===== config.mk =====
export PLATFORM = sky130hd
export DESIGN_NAME = codepoint_token_segmenter_flat
export DESIGN_NICKNAME = d
export VERILOG_FILES = /design/src/cts_pkg.sv /design/src/cts_in_if.sv /design/src/cts_out_if.sv /design/src/codepoint_token_segmenter.sv /design/src/flat_wrapper.sv
export SDC_FILE = /design/constraint.sdc
export NUM_CORES = 1
export LEC_CHECK = 0
export ABC_AREA = 1
export BUFFER_PORTS_ARGS = -buffer_cell sky130_fd_sc_hd__buf_2
export CORE_ASPECT_RATIO = 1.75
export CORE_UTILIZATION = 46
export DETAILED_ROUTE_END_ITERATION = 6
export PLACE_DENSITY = 0.65
export SYNTH_ARGS = -nofsm -noshare
export SYNTH_HDL_FRONTEND = slang
export SYNTH_SLANG_ARGS = --single-unit

===== constraint.sdc =====
create_clock -name clk -period 4 [get_ports clk]
set_clock_uncertainty 0.1 [all_clocks]
set_input_delay 0.2 -clock clk [delete_from_list [all_inputs] [get_ports clk]]
set_output_delay 0.2 -clock clk [all_outputs]
set_load 0.01 [all_outputs]

===== src/cts_pkg.sv =====
// ----------------------------------------------------------------------------
// cts_pkg: shared types and character class helpers
// Scan modes, held-symbol kinds, token classes and range tests for the
// code point token segmenter.
// ----------------------------------------------------------------------------
`default_nettype none

package cts_pkg;

	localparam int unsigned CpW = 21;

	typedef logic [CpW-1:0] cp_t;

	typedef enum logic [2:0] {
		MODE_IDLE  = 3'd0,
		MODE_HAN   = 3'd1,
		MODE_INT   = 3'd2,
		MODE_FRAC  = 3'd3,
		MODE_ALPHA = 3'd4
	} mode_t;

	typedef enum logic [1:0] {
		HELD_NONE = 2'd0,
		HELD_SIGN = 2'd1,
		HELD_SEP  = 2'd2
	} held_t;

	typedef enum logic [1:0] {
		CLS_SKIP  = 2'd0,
		CLS_HAN   = 2'd1,
		CLS_NUM   = 2'd2,
		CLS_ALPHA = 2'd3
	} cls_t;

	typedef struct packed {
		cp_t  symbol;
		cls_t token_class;
		logic token_start;
		logic run_last;
		logic text_done;
	} res_t;

	localparam cp_t CP_PLUS  = 21'h00002B;
	localparam cp_t CP_MINUS = 21'h00002D;
	localparam cp_t CP_DOT   = 21'h00002E;
	localparam cp_t CP_COMMA = 21'h00002C;
	localparam cp_t CP_UNDER = 21'h00005F;

	function automatic logic in_rng(input cp_t c, input cp_t lo, input cp_t hi);
		return (c >= lo) && (c <= hi);
	endfunction

	function automatic logic is_han(input cp_t c);
		return in_rng(c, 21'h04E00, 21'h09FFF) || in_rng(c, 21'h03400, 21'h04DBF) ||
			in_rng(c, 21'h20000, 21'h2A6DF) || in_rng(c, 21'h2A700, 21'h2B73F) ||
			in_rng(c, 21'h2B740, 21'h2B81F) || in_rng(c, 21'h2B820, 21'h2CEAF) ||
			in_rng(c, 21'h0F900, 21'h0FAFF) || in_rng(c, 21'h2F800, 21'h2FA1F);
	endfunction

	function automatic logic is_digit(input cp_t c);
		return in_rng(c, 21'h00030, 21'h00039) || in_rng(c, 21'h0FF10, 21'h0FF19);
	endfunction

	function automatic logic is_letter(input cp_t c);
		return in_rng(c, 21'h00041, 21'h0005A) || in_rng(c, 21'h00061, 21'h0007A);
	endfunction

endpackage

`default_nettype wire


===== src/cts_in_if.sv =====
// ----------------------------------------------------------------------------
// cts_in_if: code point input channel
// Valid/ready channel carrying one code point and its end-of-text mark.
// ----------------------------------------------------------------------------
`default_nettype none

interface cts_in_if;
	logic                     valid;
	logic                     ready;
	logic [cts_pkg::CpW-1:0]  code_point;
	logic                     end_of_text;

	modport source (output valid, output code_point, output end_of_text, input ready);
	modport sink   (input valid, input code_point, input end_of_text, output ready);
endinterface

`default_nettype wire


===== src/cts_out_if.sv =====
// ----------------------------------------------------------------------------
// cts_out_if: token label output channel
// Valid/ready channel carrying one labelled code point.
// ----------------------------------------------------------------------------
`default_nettype none

interface cts_out_if;
	logic                     valid;
	logic                     ready;
	logic [cts_pkg::CpW-1:0]  symbol;
	logic [1:0]               token_class;
	logic                     token_start;
	logic                     run_last;
	logic                     text_done;

	modport source (output valid, output symbol, output token_class, output token_start,
		output run_last, output text_done, input ready);
	modport sink   (input valid, input symbol, input token_class, input token_start,
		input run_last, input text_done, output ready);
endinterface

`default_nettype wire


===== src/codepoint_token_segmenter.sv =====
// ----------------------------------------------------------------------------
// codepoint_token_segmenter: labels code points with token class and start
// Han runs, numbers (sign, digits, underscores, one fraction) and ASCII letter
// runs; a sign or separator is held until the next code point decides it.
// ----------------------------------------------------------------------------
//  channel   dir  payload                                         per request
//  text      in   code_point, end_of_text                         one code point
//  labels    out  symbol, token_class, token_start, run_last,     one label
//                 text_done
//
//  Input register, then classify into a two-entry result register.
//  One code point per cycle while each yields at most one label and labels
//  is ready; one yielding two labels holds the result register, and so the
//  input, until its second label is taken on the output port.
//  Reset clears the scan mode, the held kind and all valid/count state.
//  A stall on labels backs up into text.ready with no loss.
// ----------------------------------------------------------------------------
`default_nettype none

module codepoint_token_segmenter (
	input  wire logic  clk,
	input  wire logic  arst_n,
	cts_in_if.sink     text,
	cts_out_if.source  labels
);
	import cts_pkg::*;

	// input register
	logic  valid_s1;
	cp_t   cp_s1;
	logic  eot_s1;

	// scan state
	mode_t mode_q;
	held_t held_q;
	cp_t   held_sym_q;

	// result register
	res_t        r0_q, r1_q;
	logic [1:0]  cnt_q;

	logic  s1_go;
	logic  pop;

	res_t        res [2];
	logic [1:0]  n_res;
	mode_t       mode_d;
	held_t       held_d;
	cp_t         held_sym_d;

	assign pop   = labels.valid && labels.ready;
	assign s1_go = valid_s1 && ((cnt_q == 2'd0) || ((cnt_q == 2'd1) && labels.ready));
	assign text.ready = !valid_s1 || s1_go;

	always_comb begin
		mode_t cur;
		logic  consumed;
		logic  emit_c;
		logic  hold_c;
		held_t hold_kind;
		res_t  lab;
		mode_t cmode;

		res[0]     = '0;
		res[1]     = '0;
		n_res      = 2'd0;
		mode_d     = mode_q;
		held_d     = HELD_NONE;
		held_sym_d = held_sym_q;
		cur        = mode_q;
		consumed   = 1'b0;
		emit_c     = 1'b0;
		hold_c     = 1'b0;
		hold_kind  = HELD_NONE;
		lab        = '0;
		cmode      = mode_q;

		lab.symbol = cp_s1;

		case (held_q)
			HELD_SIGN, HELD_SEP: begin
				res[0].symbol = held_sym_q;
				if (is_digit(cp_s1)) begin
					res[0].token_class = CLS_NUM;
					res[0].token_start = (held_q == HELD_SIGN);
					res[1].symbol      = cp_s1;
					res[1].token_class = CLS_NUM;
					n_res    = 2'd2;
					mode_d   = (held_q == HELD_SIGN) ? MODE_INT : MODE_FRAC;
					consumed = 1'b1;
				end else begin
					res[0].token_class = CLS_SKIP;
					n_res = 2'd1;
					cur   = MODE_IDLE;
				end
			end
			default: ;
		endcase

		// continue the current token, else start afresh
		cmode = cur;
		if (cur == MODE_HAN && is_han(cp_s1)) begin
			emit_c = 1'b1; lab.token_class = CLS_HAN;
		end else if (cur == MODE_INT && (is_digit(cp_s1) || cp_s1 == CP_UNDER)) begin
			emit_c = 1'b1; lab.token_class = CLS_NUM;
		end else if (cur == MODE_INT && (cp_s1 == CP_DOT || cp_s1 == CP_COMMA)) begin
			hold_c = 1'b1; hold_kind = HELD_SEP;
		end else if (cur == MODE_FRAC && is_digit(cp_s1)) begin
			emit_c = 1'b1; lab.token_class = CLS_NUM;
		end else if (cur == MODE_ALPHA && is_letter(cp_s1)) begin
			emit_c = 1'b1; lab.token_class = CLS_ALPHA;
		end else if (is_han(cp_s1)) begin
			emit_c = 1'b1; lab.token_class = CLS_HAN; lab.token_start = 1'b1;
			cmode = MODE_HAN;
		end else if (is_digit(cp_s1)) begin
			emit_c = 1'b1; lab.token_class = CLS_NUM; lab.token_start = 1'b1;
			cmode = MODE_INT;
		end else if (cp_s1 == CP_PLUS || cp_s1 == CP_MINUS) begin
			hold_c = 1'b1; hold_kind = HELD_SIGN;
			cmode = MODE_IDLE;
		end else if (is_letter(cp_s1)) begin
			emit_c = 1'b1; lab.token_class = CLS_ALPHA; lab.token_start = 1'b1;
			cmode = MODE_ALPHA;
		end else begin
			emit_c = 1'b1; lab.token_class = CLS_SKIP;
			cmode = MODE_IDLE;
		end

		if (!consumed) begin
			mode_d = cmode;
			if (emit_c) begin
				res[n_res[0]] = lab;
				n_res = n_res + 2'd1;
			end
			if (hold_c) begin
				held_d     = hold_kind;
				held_sym_d = cp_s1;
			end
		end

		// end of text flushes a fresh hold as skipped
		if (eot_s1) begin
			if (held_d != HELD_NONE) begin
				res[n_res[0]]        = '0;
				res[n_res[0]].symbol = held_sym_d;
				n_res = n_res + 2'd1;
			end
			held_d = HELD_NONE;
			mode_d = MODE_IDLE;
		end

		if (n_res == 2'd2) begin
			res[1].run_last  = 1'b1;
			res[1].text_done = eot_s1;
		end else if (n_res == 2'd1) begin
			res[0].run_last  = 1'b1;
			res[0].text_done = eot_s1;
		end
	end

	always_ff @(posedge clk or negedge arst_n) begin
		if (!arst_n) begin
			valid_s1 <= 1'b0;
		end else if (text.valid && text.ready) begin
			valid_s1 <= 1'b1;
		end else if (s1_go) begin
			valid_s1 <= 1'b0;
		end
	end

	always_ff @(posedge clk) begin
		if (text.valid && text.ready) begin
			cp_s1  <= text.code_point;
			eot_s1 <= text.end_of_text;
		end
	end

	always_ff @(posedge clk or negedge arst_n) begin
		if (!arst_n) begin
			mode_q <= MODE_IDLE;
			held_q <= HELD_NONE;
		end else if (s1_go) begin
			mode_q <= mode_d;
			held_q <= held_d;
		end
	end

	always_ff @(posedge clk) begin
		if (s1_go) begin
			held_sym_q <= held_sym_d;
		end
	end

	always_ff @(posedge clk or negedge arst_n) begin
		if (!arst_n) begin
			cnt_q <= 2'd0;
		end else if (s1_go) begin
			cnt_q <= n_res;
		end else if (pop) begin
			cnt_q <= cnt_q - 2'd1;
		end
	end

	always_ff @(posedge clk) begin
		if (s1_go) begin
			r0_q <= res[0];
			r1_q <= res[1];
		end else if (pop) begin
			r0_q <= r1_q;
		end
	end

	assign labels.valid       = (cnt_q != 2'd0);
	assign labels.symbol      = r0_q.symbol;
	assign labels.token_class = r0_q.token_class;
	assign labels.token_start = r0_q.token_start;
	assign labels.run_last    = r0_q.run_last;
	assign labels.text_done   = r0_q.text_done;

	a_start_has_class: assert property (@(posedge clk) disable iff (!arst_n)
		labels.valid && labels.token_start |-> labels.token_class != CLS_SKIP)
		else $error("token start on skipped label");

	a_done_is_last: assert property (@(posedge clk) disable iff (!arst_n)
		labels.valid && labels.text_done |-> labels.run_last)
		else $error("text done without run last");

	a_eot_clears: assert property (@(posedge clk) disable iff (!arst_n)
		s1_go && eot_s1 |=> mode_q == MODE_IDLE && held_q == HELD_NONE)
		else $error("state not cleared at end of text");

	a_pair_order: assert property (@(posedge clk) disable iff (!arst_n)
		cnt_q == 2'd2 |-> !r0_q.run_last && r1_q.run_last)
		else $error("run last misplaced in label pair");

	a_no_overflow: assert property (@(posedge clk) disable iff (!arst_n)
		cnt_q != 2'd3)
		else $error("result register overflow");

endmodule

`default_nettype wire


===== src/flat_wrapper.sv =====
// flat-port wrapper written by rule: the top's interface ports become plain ports
module codepoint_token_segmenter_flat import cts_pkg::*;
  (clk, arst_n, text_valid, text_code_point, text_end_of_text, text_ready, labels_valid, labels_symbol, labels_token_class, labels_token_start, labels_run_last, labels_text_done, labels_ready);
  cts_in_if text_i ();
  cts_out_if labels_i ();
  input  wire logic clk;
  input  wire logic arst_n;
  input wire logic [$bits(text_i.valid)-1:0] text_valid;
  input wire logic [$bits(text_i.code_point)-1:0] text_code_point;
  input wire logic [$bits(text_i.end_of_text)-1:0] text_end_of_text;
  output wire logic [$bits(text_i.ready)-1:0] text_ready;
  output wire logic [$bits(labels_i.valid)-1:0] labels_valid;
  output wire logic [$bits(labels_i.symbol)-1:0] labels_symbol;
  output wire logic [$bits(labels_i.token_class)-1:0] labels_token_class;
  output wire logic [$bits(labels_i.token_start)-1:0] labels_token_start;
  output wire logic [$bits(labels_i.run_last)-1:0] labels_run_last;
  output wire logic [$bits(labels_i.text_done)-1:0] labels_text_done;
  input wire logic [$bits(labels_i.ready)-1:0] labels_ready;
  assign text_i.valid = text_valid;
  assign text_i.code_point = text_code_point;
  assign text_i.end_of_text = text_end_of_text;
  assign text_ready = text_i.ready;
  assign labels_valid = labels_i.valid;
  assign labels_symbol = labels_i.symbol;
  assign labels_token_class = labels_i.token_class;
  assign labels_token_start = labels_i.token_start;
  assign labels_run_last = labels_i.run_last;
  assign labels_text_done = labels_i.text_done;
  assign labels_i.ready = labels_ready;
  codepoint_token_segmenter u_core (.clk(clk), .arst_n(arst_n), .text(text_i), .labels(labels_i));
endmodule

==> results.md, run 1 <==
* Data arrival time of the worst path at 2810 ps
* Mapped Nets at 694
* Fmax at 357.0 MHz
* Cell mode on critical path: nand2_1
* Crit path time final at 2801 ps
* Sequential share of power at 46.7%
* Final Hold Viols at 0
* CP max stage delay at 440 ps
* Die Span Y at 149.1 um
* Mean Syn Cell Area at 8.557 um^2
* Die ar. at 12840 um^2
* CP startpoint: u_core.cp_s1[19]$_DFFE_PP_
* Startpoint Class: register
* Iter 0 DRT Violations at 309
* Synth Cell Area at 5690 um^2
* Area growth syn-to-layout at 15.92%
* Power share of the clock group at 22.3%
* CTS H-tree depth at 3
* Drt first pass iters at 5
* Max_cap viols at 0
* Num rows at 53
* Vias in the first global route at 4664
* Die W at 86.08 um
* Commonest non-fill, non-tap cell in the layout: nand2_1
* CTS Root Cell: clkbuf_16
* Max Slew Vio Count at 0
* Register area share after synthesis at 53.65%
* Critical Path RT at 4010 ps
* Status: completed
* Worst setup margin at 1199 ps
* Area of the core at 12000 um^2
* Antenna cells at 0
* Initial Util at 47.41%
* Sw power at 1.516 mW
* Post-CTS Setup Bufs at 0
* Clock Tree Buf Depth at 2
* Final wirelength at 13760 um
* Synth Register Bits at 103
* First-pass GRT wire length at 22400 um
* GRT Total Usage at 22.99%
* Total congestion overflow at 0
* IR drop worst, VDD at 0.0002746 V
* Layout cells sized above 1 at 16.21%
* RSZ-0062 raised after global routing: false
* # DRC at 0
* Distinct cells, synth at 40
* Post-synthesis instance total at 665
* R2R Path Start: u_core.cp_s1[19]$_DFFE_PP_
* Antenna violations before repair at 0
* Reg area at 3053 um^2
* Kind of critical path: reg2reg
* PortBufs at 53
* # setup viols final at 0
* Routability-driven placement congestion ratio at 0.9519
* Place WS at 1209 ps
* Most frequent cells in the layout: 174 x nand2_1, 95 x edfxtp_1, 75 x nor2_1
* Worst rel slew slack at 27.71%
* Crit. End Element: register
* DR WL/cell at 15.30 um
* Via count at 4729
* Io pins at 54
* Nets at 758
* Least-Margin Pin Slew at 1083 ps
* DRT antenna net count at 0
* Clock Sinks at 103
* Clk_lat worst skew at 350 ps
* Ys Warns at 0
* Switching portion of total power at 36.57%
* Critical-path cell list: nor2_2, nand2_1, inv_1, nand2_1, nor2_1, o211ai_1, nand3_1, o21ai_0, nand2_1, nand2_1, nor2_1, nand2_1, nand4_1, nand2_1, nand2_1, nand2_1
* Fin Setup TNS at 0 ps
* Fill cell count at 1106
* Crit path max-delay cell type: edfxtp_1
* TritonCTS clock tree: yes
* CTS clk-pin slew, worst paths at 80 ps
* Max FO, Critical Path at 4
* DR vias/cell at 5.260
* Logic pwr share at 31.0%
* Number of buffers created by CTS at 9
* PD cells at 628.3 nW/um^2
* Leakage Power at 2.838 nW
* Int Pwr at 2.629 mW
* Multi-input logic area at 2171 um^2
* Crit share post-route at 70.03%
* Hpwl dp at 10060 um
* Hold crit path type: in2async
* Largest net degree at the start of global routing at 78
[layout make-up]
class,instances,share of cell area (%)
Timing Repair Buffer,80,8.005
Tap cell,165,3.130
Clock inverter,7,1.347
Clock buffer,9,3.414
Sequential cell,103,46.28
Multi-Input combinational cell,450,32.91
Inverter,85,4.913
[critical path: cells and delay by family (launching register included)]
| family | cells | cell delay, ps |
|---|---|---|
| AOI/OAI and AO/OA | 2 | 320 |
| buffers and inverters | 1 | 90 |
| DFF | 1 | 440 |
| and+or+nand+nor | 13 | 1600 |
[registers in the layout (all words and copies together) (netlist names)]
register and cells:
u_core.cnt_q 2, u_core.cp_s1 21, u_core.eot_s1 1, u_core.held_q 2
u_core.held_sym_q 21, u_core.labels.run_last 1, u_core.labels.symbol 21, u_core.labels.text_done 1
u_core.labels.token_class 2, u_core.labels.token_start 1, u_core.mode_q 3, u_core.r1_q 26
u_core.valid_s1 1
[through the flow]
step / power (mW) / area [um^2] / std cells / util (%) / hold WS (ps)
final: 4.144 / 6596 / 899 / 54.96 / 137.4
after global routing: 4.414 / 6596 / 899 / 54.96 / 159.3
after CTS: 4.180 / 6596 / 899 / 54.96 / 132.4
after detailed placement: 3.241 / 6042 / 859 / 50.34 / -33.07
after global placement: 3.218 / 6042 / 859 / 50.34 / -36.36
after floorplan: 2.807 / 5690 / 665 / - / -195.6
[final timing paths]
check | end | slack [ps] | depth (start not counted)
worst max-delay path | u_core.labels.token_start$_DFFE_PP_ | 1200 | 16
worst min-delay path | u_core.mode_q[0]$_DFFE_PN0P_ | 140 | 2
worst max register to register | u_core.labels.token_start$_DFFE_PP_ | 1200 | 16
worst min register to register | u_core.held_q[0]$_DFFE_PN0P_ | 420 | 2
max in group asynchronous | u_core.held_q[0]$_DFFE_PN0P_ | 3470 | 2
min in group clk | u_core.valid_s1$_DFFE_PN0P_ | 140 | 4
[cells by family after synthesis]
family | share of synthesized area [%]
and+or+nand+nor | 30.19
buffers and inverters | 8.333
DFF | 53.65
AOI/OAI and AO/OA | 7.168
adders and majority gates | 0.6597
[timing repair]
item	CTS	global route
hold endpoints to repair	31	0
hold buffers	24	0
resized for setup	0	0
[per-layer routing]
layer  part of all wire (%)  routed length, um  global-route usage, %  vias up
met5                      0                  0                      0        -
met4                    5.6                772                  15.25        0
met3                    4.5                613                  3.265       50
met2                     48               6666                  38.41      175
met1                     41               5705                  27.23     2163
li1                       -                  -                      -     2341
[power by group through the flow]
stage / registers [mW] / logic [mW] / clock network, mW
2_1_floorplan: 1.96 / 0.843 / 0
3_3_place_gp: 1.95 / 1.27 / 0
3_5_place_dp: 1.96 / 1.28 / 0
4_1_cts: 1.93 / 1.30 / 0.943
5_1_grt: 1.98 / 1.46 / 0.980
6_report: 1.93 / 1.28 / 0.926
[synth_stat cells (all sizes together)]
library cell,n,area (um^2)
nand3,69,385.4
and3,2,12.51
o32ai,1,8.760
o21ai,42,217.7
buf,20,123.9
dfrtp,8,200.2
o2111ai,1,8.760
nor2,85,356.6
clkbuf,7,26.28
o21a,1,7.510
ha,3,37.54
inv,85,324.1
nand4,12,75.07
o211ai,3,22.52
o31ai,3,22.52
nand3b,1,7.510
o21bai,1,7.510
nor3,14,80.08
nand2,186,757.0
nor4,6,43.79
a211oi,2,15.01
edfxtp,95,2853
a2111oi,2,17.52
a21oi,16,80.08
Power figures use the tool's default switching activity.
==> run 2: changes to the inputs <==
--- a/config.mk
+++ b/config.mk
@@ -10,7 +10,7 @@
 export CORE_ASPECT_RATIO = 1.75
 export CORE_UTILIZATION = 46
 export DETAILED_ROUTE_END_ITERATION = 6
-export PLACE_DENSITY = 0.65
+export PLACE_DENSITY = 0.68
 export SYNTH_ARGS = -nofsm -noshare
 export SYNTH_HDL_FRONTEND = slang
 export SYNTH_SLANG_ARGS = --single-unit
==> constraint.sdc (replaced) <==
create_clock -name clk -period 2.2 [get_ports clk]
set_clock_uncertainty 0.1 [all_clocks]
set_input_delay 0.11 -clock clk [delete_from_list [all_inputs] [get_ports clk]]
set_output_delay 0.11 -clock clk [all_outputs]
set_load 0.01 [all_outputs]
==> results.md, run 2 (same netlist as run 1, synthesis figures left out) <==
* Drt first pass iters at 5 (unchanged)
* IR drop worst, VDD at 0.0005385 V (+96%)
* Vias in the first global route at 5126 (+9.9%)
* PortBufs at 53 (unchanged)
* Hold crit path type: in2async
* Critical-path cell list: nor2_2, buf_6, nand2_8, nor2_4, nand2_4, o21ai_2, nand2_2, nand3_4, nand2_2, inv_2, nand2_2, nand2_2, inv_4, nand3_2, nand3_1, nand3_1, nand2_1
* GRT Total Usage at 24.84% (+1.8 points)
* CTS H-tree depth at 3 (unchanged)
* Worst rel slew slack at 74.96% (+47 points)
* DR vias/cell at 5.169 (-1.7%)
* Max Slew Vio Count at 0 (unchanged)
* Final wirelength at 15820 um (+15%)
* Antenna cells at 0 (unchanged)
* Num rows at 53 (unchanged)
* Worst setup margin at -243.3 ps (-1442 ps)
* Critical Path RT at 2210 ps (-1800 ps)
* RSZ-0062 raised after global routing: true
* Layout cells sized above 1 at 35.80% (+20 points)
* Largest Register: u_core.r1_q
* Fmax at 409.3 MHz (+15%)
* Die ar. at 12840 um^2 (unchanged)
* Data arrival time of the worst path at 2450 ps (-360 ps)
* DR WL/cell at 15.34 um (+0.24%)
* CTS Root Cell: clkbuf_16
* Number of flip-flops in the largest register at 26 (unchanged)
* Die W at 86.08 um (unchanged)
* CP max stage delay at 420 ps (-20 ps)
* Violated checks: negative setup slack
* Crit share post-route at 111.1% (+41 points)
* Max FO, Critical Path at 7 (+3)
* Gr busiest metal: met2
* Crit path max-delay cell type: edfxtp_1
* Area of the core at 12000 um^2 (unchanged)
* Cell mode on critical path: nand2_2
* Grt met2 use at 43.57% (+5.2 points)
* Status: complete, but fails checks
* Crit path time final at 2443 ps (-357.8 ps)
* CTS clk-pin slew, worst paths at 80 ps (about the same)
* Initial Util at 47.41% (unchanged)
* Clock Sinks at 103 (unchanged)
* Antenna violations before repair at 0 (unchanged)
* Crit. End Element: register
* Number of buffers created by CTS at 9 (unchanged)
* Kind of critical path: reg2reg
* Max_cap viols at 0 (unchanged)
* Startpoint Class: register
* Fin util at 67.12% (+12 points)
* Place WS at -237.9 ps (-1447 ps)
* Worst hold slack at 45.48 ps (-91.97 ps)
* Via count at 5329 (+13%)
* Area growth syn-to-layout at 41.58%
* First-pass GRT wire length at 24380 um (+8.8%)
* Leakage Power at 3.598 nW (+27%)
* Least-Margin Pin Slew at 366.1 ps (-717.0 ps)
* Commonest non-fill, non-tap cell in the layout: nand2_1
* Met3 track demand over resource at 3.597% (+0.33 points)
* Largest net degree at the start of global routing at 78 (unchanged)
* # setup viols final at 43 (+43)
* Clock Tree Buf Depth at 2 (unchanged)
* Routability-driven placement congestion ratio at 0.9282 (-2.5%)
* Met1 Use GR at 29.73% (+2.5 points)
* TritonCTS clock tree: yes
* Hpwl dp at 11030 um (+9.6%)
* Clk_lat worst skew at 350 ps (about the same)
* DRT antenna net count at 0 (unchanged)
* Nets at 890 (+17%)
* Worst path bufs/invs at 3 (+2)
* PD cells at 1041 nW/um^2 (+66%)
* Crit path max-delay family: simple AND/OR/NAND/NOR gates
* Most frequent cells in the layout: 159 x nand2_1, 114 x buf_4, 95 x edfxtp_1
* Io pins at 54 (unchanged)
* Die Span Y at 149.1 um (unchanged)
* Iter 0 DRT Violations at 465 (+50%)
* Total power at 8.384 mW (+100%)
* # DRC at 0 (unchanged)
* Final Hold Viols at 0 (unchanged)
* Total congestion overflow at 0 (unchanged)
## run 2: path summary, 6_finish.rpt
kind	from	end	depth (start not counted)	slack [ps]
min in group clk	labels_ready	u_core.valid_s1$_DFFE_PN0P_	4	90
hold / removal	arst_n	u_core.valid_s1$_DFFE_PN0P_	2	50
setup reg to reg	u_core.cp_s1[19]$_DFFE_PP_	u_core.labels.symbol[5]$_DFFE_PP_	17	-240
setup / recovery	u_core.cp_s1[19]$_DFFE_PP_	u_core.labels.symbol[5]$_DFFE_PP_	17	-240
max in group asynchronous	arst_n	u_core.mode_q[1]$_DFFE_PN0P_	2	1770
hold reg to reg	u_core.held_q[0]$_DFFE_PN0P_	u_core.held_q[0]$_DFFE_PN0P_	2	420
## run 2: where the power goes
part           switching, mW  internal (mW)
Combinational           2.00           1.27
Sequential             0.272           3.16
Clock                  0.770          0.911
## run 2: area by class of cell
class                   count  area [um^2]
well taps                 165        206.4
multi-input cells         450         2486
fillers                   953         3946
clock buffers               9        225.2
repair buffers            212         1655
clock inverters             7        90.09
inverters                  85        340.3
flip-flops and latches    103         3053
## run 2: layer usage
layer	wire, um	part of all wire [%]
met4	515	3.3
met1	6383	40
met5	0	0
met3	605	3.8
met2	8311	53
## run 2: repair_timing
item	4_1_cts	5_1_grt
buffers inserted	18	16
cloned	0	1
hold buffers	24	0
resized for setup	52	54
pin swaps	12	40
endpoints found under the setup margin	43	45
hold endpoints to repair	31	0
## run 2: per-stage QoR
| step | setup TNS (ps) | area [um^2] | std cells |
|---|---|---|---|
| after CTS | -3535 | 7736 | 1018 |
| final | -7166 | 8056 | 1031 |
| after detailed placement | -5465 | 6870 | 961 |
| after global placement | -5306 | 6870 | 961 |
| after global routing | -12610 | 8056 | 1031 |
| after floorplan | 0 | 5693 | 665 |
==> run 3: changes to the inputs <==
--- a/config.mk
+++ b/config.mk
@@ -6,7 +6,7 @@
 export NUM_CORES = 1
 export LEC_CHECK = 0
 export ABC_AREA = 1
-export BUFFER_PORTS_ARGS = -buffer_cell sky130_fd_sc_hd__buf_2
+export BUFFER_PORTS_ARGS = -buffer_cell sky130_fd_sc_hd__buf_4
 export CORE_ASPECT_RATIO = 1.75
 export CORE_UTILIZATION = 46
 export DETAILED_ROUTE_END_ITERATION = 6
==> results.md, run 3 (same netlist as run 1, synthesis figures left out) <==
* Max FO, Critical Path at 5 (-2)
* Area of the core at 12000 um^2 (unchanged)
* DRT antenna net count at 0 (unchanged)
* Startpoint Class: register
* Number of flip-flops in the largest register at 26 (unchanged)
* R2R Path Start: u_core.cp_s1[7]$_DFFE_PP_
* PD cells at 1044 nW/um^2 (+0.34%)
* Iter 0 DRT Violations at 433 (-6.9%)
* Least-Margin Pin Slew at 409.9 ps (+43.74 ps)
* PortBufs at 53 (unchanged)
* Total congestion overflow at 0 (unchanged)
* Sequential share of power at 41.0% (about the same)
* Die ar. at 12840 um^2 (unchanged)
* Critical Path RT at 2210 ps (about the same)
* Data arrival time of the worst path at 2490 ps (+40 ps)
* Switching portion of total power at 36.11% (-0.18 points)
* Cells on worst reg2reg path at 16 (-1)
* R2r setup slk at -280 ps (-40 ps)
* Antenna cells at 0 (unchanged)
* Largest net degree at the start of global routing at 65 (-17%)
* Violated checks: negative setup slack
* IR drop worst, VDD at 0.0005922 V (+10%)
* Sw power at 3.023 mW (-0.65%)
* Max Slew Vio Count at 0 (unchanged)
* Io pins at 54 (unchanged)
* First-pass GRT wire length at 23650 um (-3.0%)
* Clock Sinks at 103 (unchanged)
* Crit share post-route at 112.8% (+1.7 points)
* TritonCTS clock tree: yes
* Initial Util at 47.41% (unchanged)
* Commonest non-fill, non-tap cell in the layout: buf_4
* Final wirelength at 15190 um (-4.0%)
* Layout cells sized above 1 at 34.78% (-1.0 points)
* Power share of the clock group at 19.1% (-0.9 points)
* Fmax at 403.0 MHz (-1.5%)
* Area growth syn-to-layout at 40.90%
* End of the worst register-to-register path: u_core.labels.symbol[1]$_DFFE_PP_
* Fill cell count at 969 (+1.7%)
* Nets at 875 (-1.7%)
* Final Hold Viols at 0 (unchanged)
* Int Pwr at 5.349 mW (+0.14%)
* Worst rel slew slack at 71.97% (-3.0 points)
* CTS H-tree depth at 3 (unchanged)
* Logic pwr share at 39.9% (+0.8 points)
* Reg area at 3053 um^2 (unchanged)
* Die W at 86.08 um (unchanged)
* Vias in the first global route at 5019 (-2.1%)
* CTS clk-pin slew, worst paths at 80 ps (about the same)
* Largest Register: u_core.r1_q
* CTS Root Cell: clkbuf_16
* Leakage Power at 3.567 nW (-0.85%)
* # DRC at 0 (unchanged)
* Crit. End Element: register
* Fin util at 66.80% (-0.32 points)
* Hold crit path type: in2async
* Worst setup margin at -281.4 ps (-38.14 ps)
* Most frequent cells in the layout: 163 x buf_4, 157 x nand2_1, 95 x edfxtp_1
* Fin Setup TNS at -7322 ps (-155.5 ps)
* Number of buffers created by CTS at 9 (unchanged)
* # setup viols final at 44 (+2.3%)
* Design Area, Final at 8018 um^2 (-0.48%)
* Total power at 8.372 mW (-0.15%)
* Crit path time final at 2481 ps (+38.14 ps)
* Antenna violations before repair at 0 (unchanged)
* Multi-input logic area at 2497 um^2 (+0.45%)
* Clock Tree Buf Depth at 2 (unchanged)
* Num rows at 53 (unchanged)
* DR vias/cell at 5.162 (-0.12%)
* Die Span Y at 149.1 um (unchanged)
* Clk_lat worst skew at 350 ps (about the same)
* Hpwl dp at 10740 um (-2.6%)
* RSZ-0062 raised after global routing: true
* Max_cap viols at 0 (unchanged)
* Routability-driven placement congestion ratio at 0.9276 (about the same)
* Via count at 5245 (-1.6%)
* Status: complete, but fails checks
* GRT Total Usage at 23.84% (-0.99 points)
* DR WL/cell at 14.95 um (-2.5%)
* Kind of critical path: reg2reg
* Drt first pass iters at 7 (+2)
* Dpl cell area at 6973 um^2 (+1.5%)
[run 3: power groups by stage]
stage          Combinational (mW)  Clock (mW)  Sequential (mW)
6_report                     3.34        1.60             3.43
5_1_grt                      3.65        1.70             3.51
4_1_cts                      3.15        1.63             3.44
3_5_place_dp                 3.07           0             3.47
3_3_place_gp                 3.02           0             3.44
2_1_floorplan                1.53           0             3.56
[run 3: worst max path at each step]
stage                          startpoint                             endpoint  slack, ps  cells after the start
4_1_cts        u_core.cp_s1[20]$_DFFE_PP_    u_core.labels.symbol[2]$_DFFE_PP_       -230                     15
3_3_place_gp   u_core.cp_s1[10]$_DFFE_PP_  u_core.labels.token_start$_DFFE_PP_       -260                     12
5_1_grt        u_core.cp_s1[19]$_DFFE_PP_    u_core.labels.symbol[5]$_DFFE_PP_       -400                     15
2_1_floorplan  u_core.cp_s1[17]$_DFFE_PP_    u_core.labels.symbol[1]$_DFFE_PP_          3                     14
3_5_place_dp   u_core.cp_s1[15]$_DFFE_PP_    u_core.labels.symbol[2]$_DFFE_PP_       -270                     15
6_report        u_core.cp_s1[7]$_DFFE_PP_    u_core.labels.symbol[1]$_DFFE_PP_       -280                     16
[run 3: critical path: stages, from the launching register on]
cell,delay [ps]
edfxtp_1,480
inv_2,100
buf_4,140
nand3_1,110
nor2_2,170
nand3_2,80
nand3_2,80
nand2_2,60
nand2_4,90
nand3_4,110
nand3_4,130
nand2_8,100
nand2_8,120
buf_6,120
nand3_2,80
nand3_2,80
nand2_1,50
[run 3: layout make-up]
class	instances	area share (%)
Clock buffer	9	2.809
Clock inverter	7	0.8895
Inverter	85	4.292
Multi-Input combinational cell	450	31.15
Sequential cell	103	38.08
Tap cell	165	2.575
Timing Repair Buffer	197	20.21
[run 3: per-layer routing]
| metal | vias up | part of all wire (%) | track usage (%) |
|---|---|---|---|
| met5 | - | 0 | 0 |
| met2 | 187 | 51 | 40.44 |
| met4 | 0 | 4.0 | 11.00 |
| met1 | 2428 | 41 | 29.93 |
| li1 | 2583 | - | - |
| met3 | 47 | 3.8 | 3.154 |
[run 3: metrics by stage]
step | std cells | setup WS [ps] | hold WS, ps
2_1_floorplan | 665 | 2.688 | -285.6
4_1_cts | 1004 | -233.2 | 20.46
6_report | 1016 | -281.4 | 21.76
3_3_place_gp | 957 | -255.5 | -161.7
5_1_grt | 1016 | -400.9 | 33.74
3_5_place_dp | 957 | -266.2 | -157.5
[run 3: repair_timing]
| item | CTS | global route |
|---|---|---|
| hold buffers | 24 | 0 |
| pin swaps | 16 | 27 |
| resized for setup | 22 | 73 |
| setup buffers | 7 | 13 |
| endpoints found under the hold margin | 31 | 0 |
| endpoints found under the setup margin | 43 | 44 |
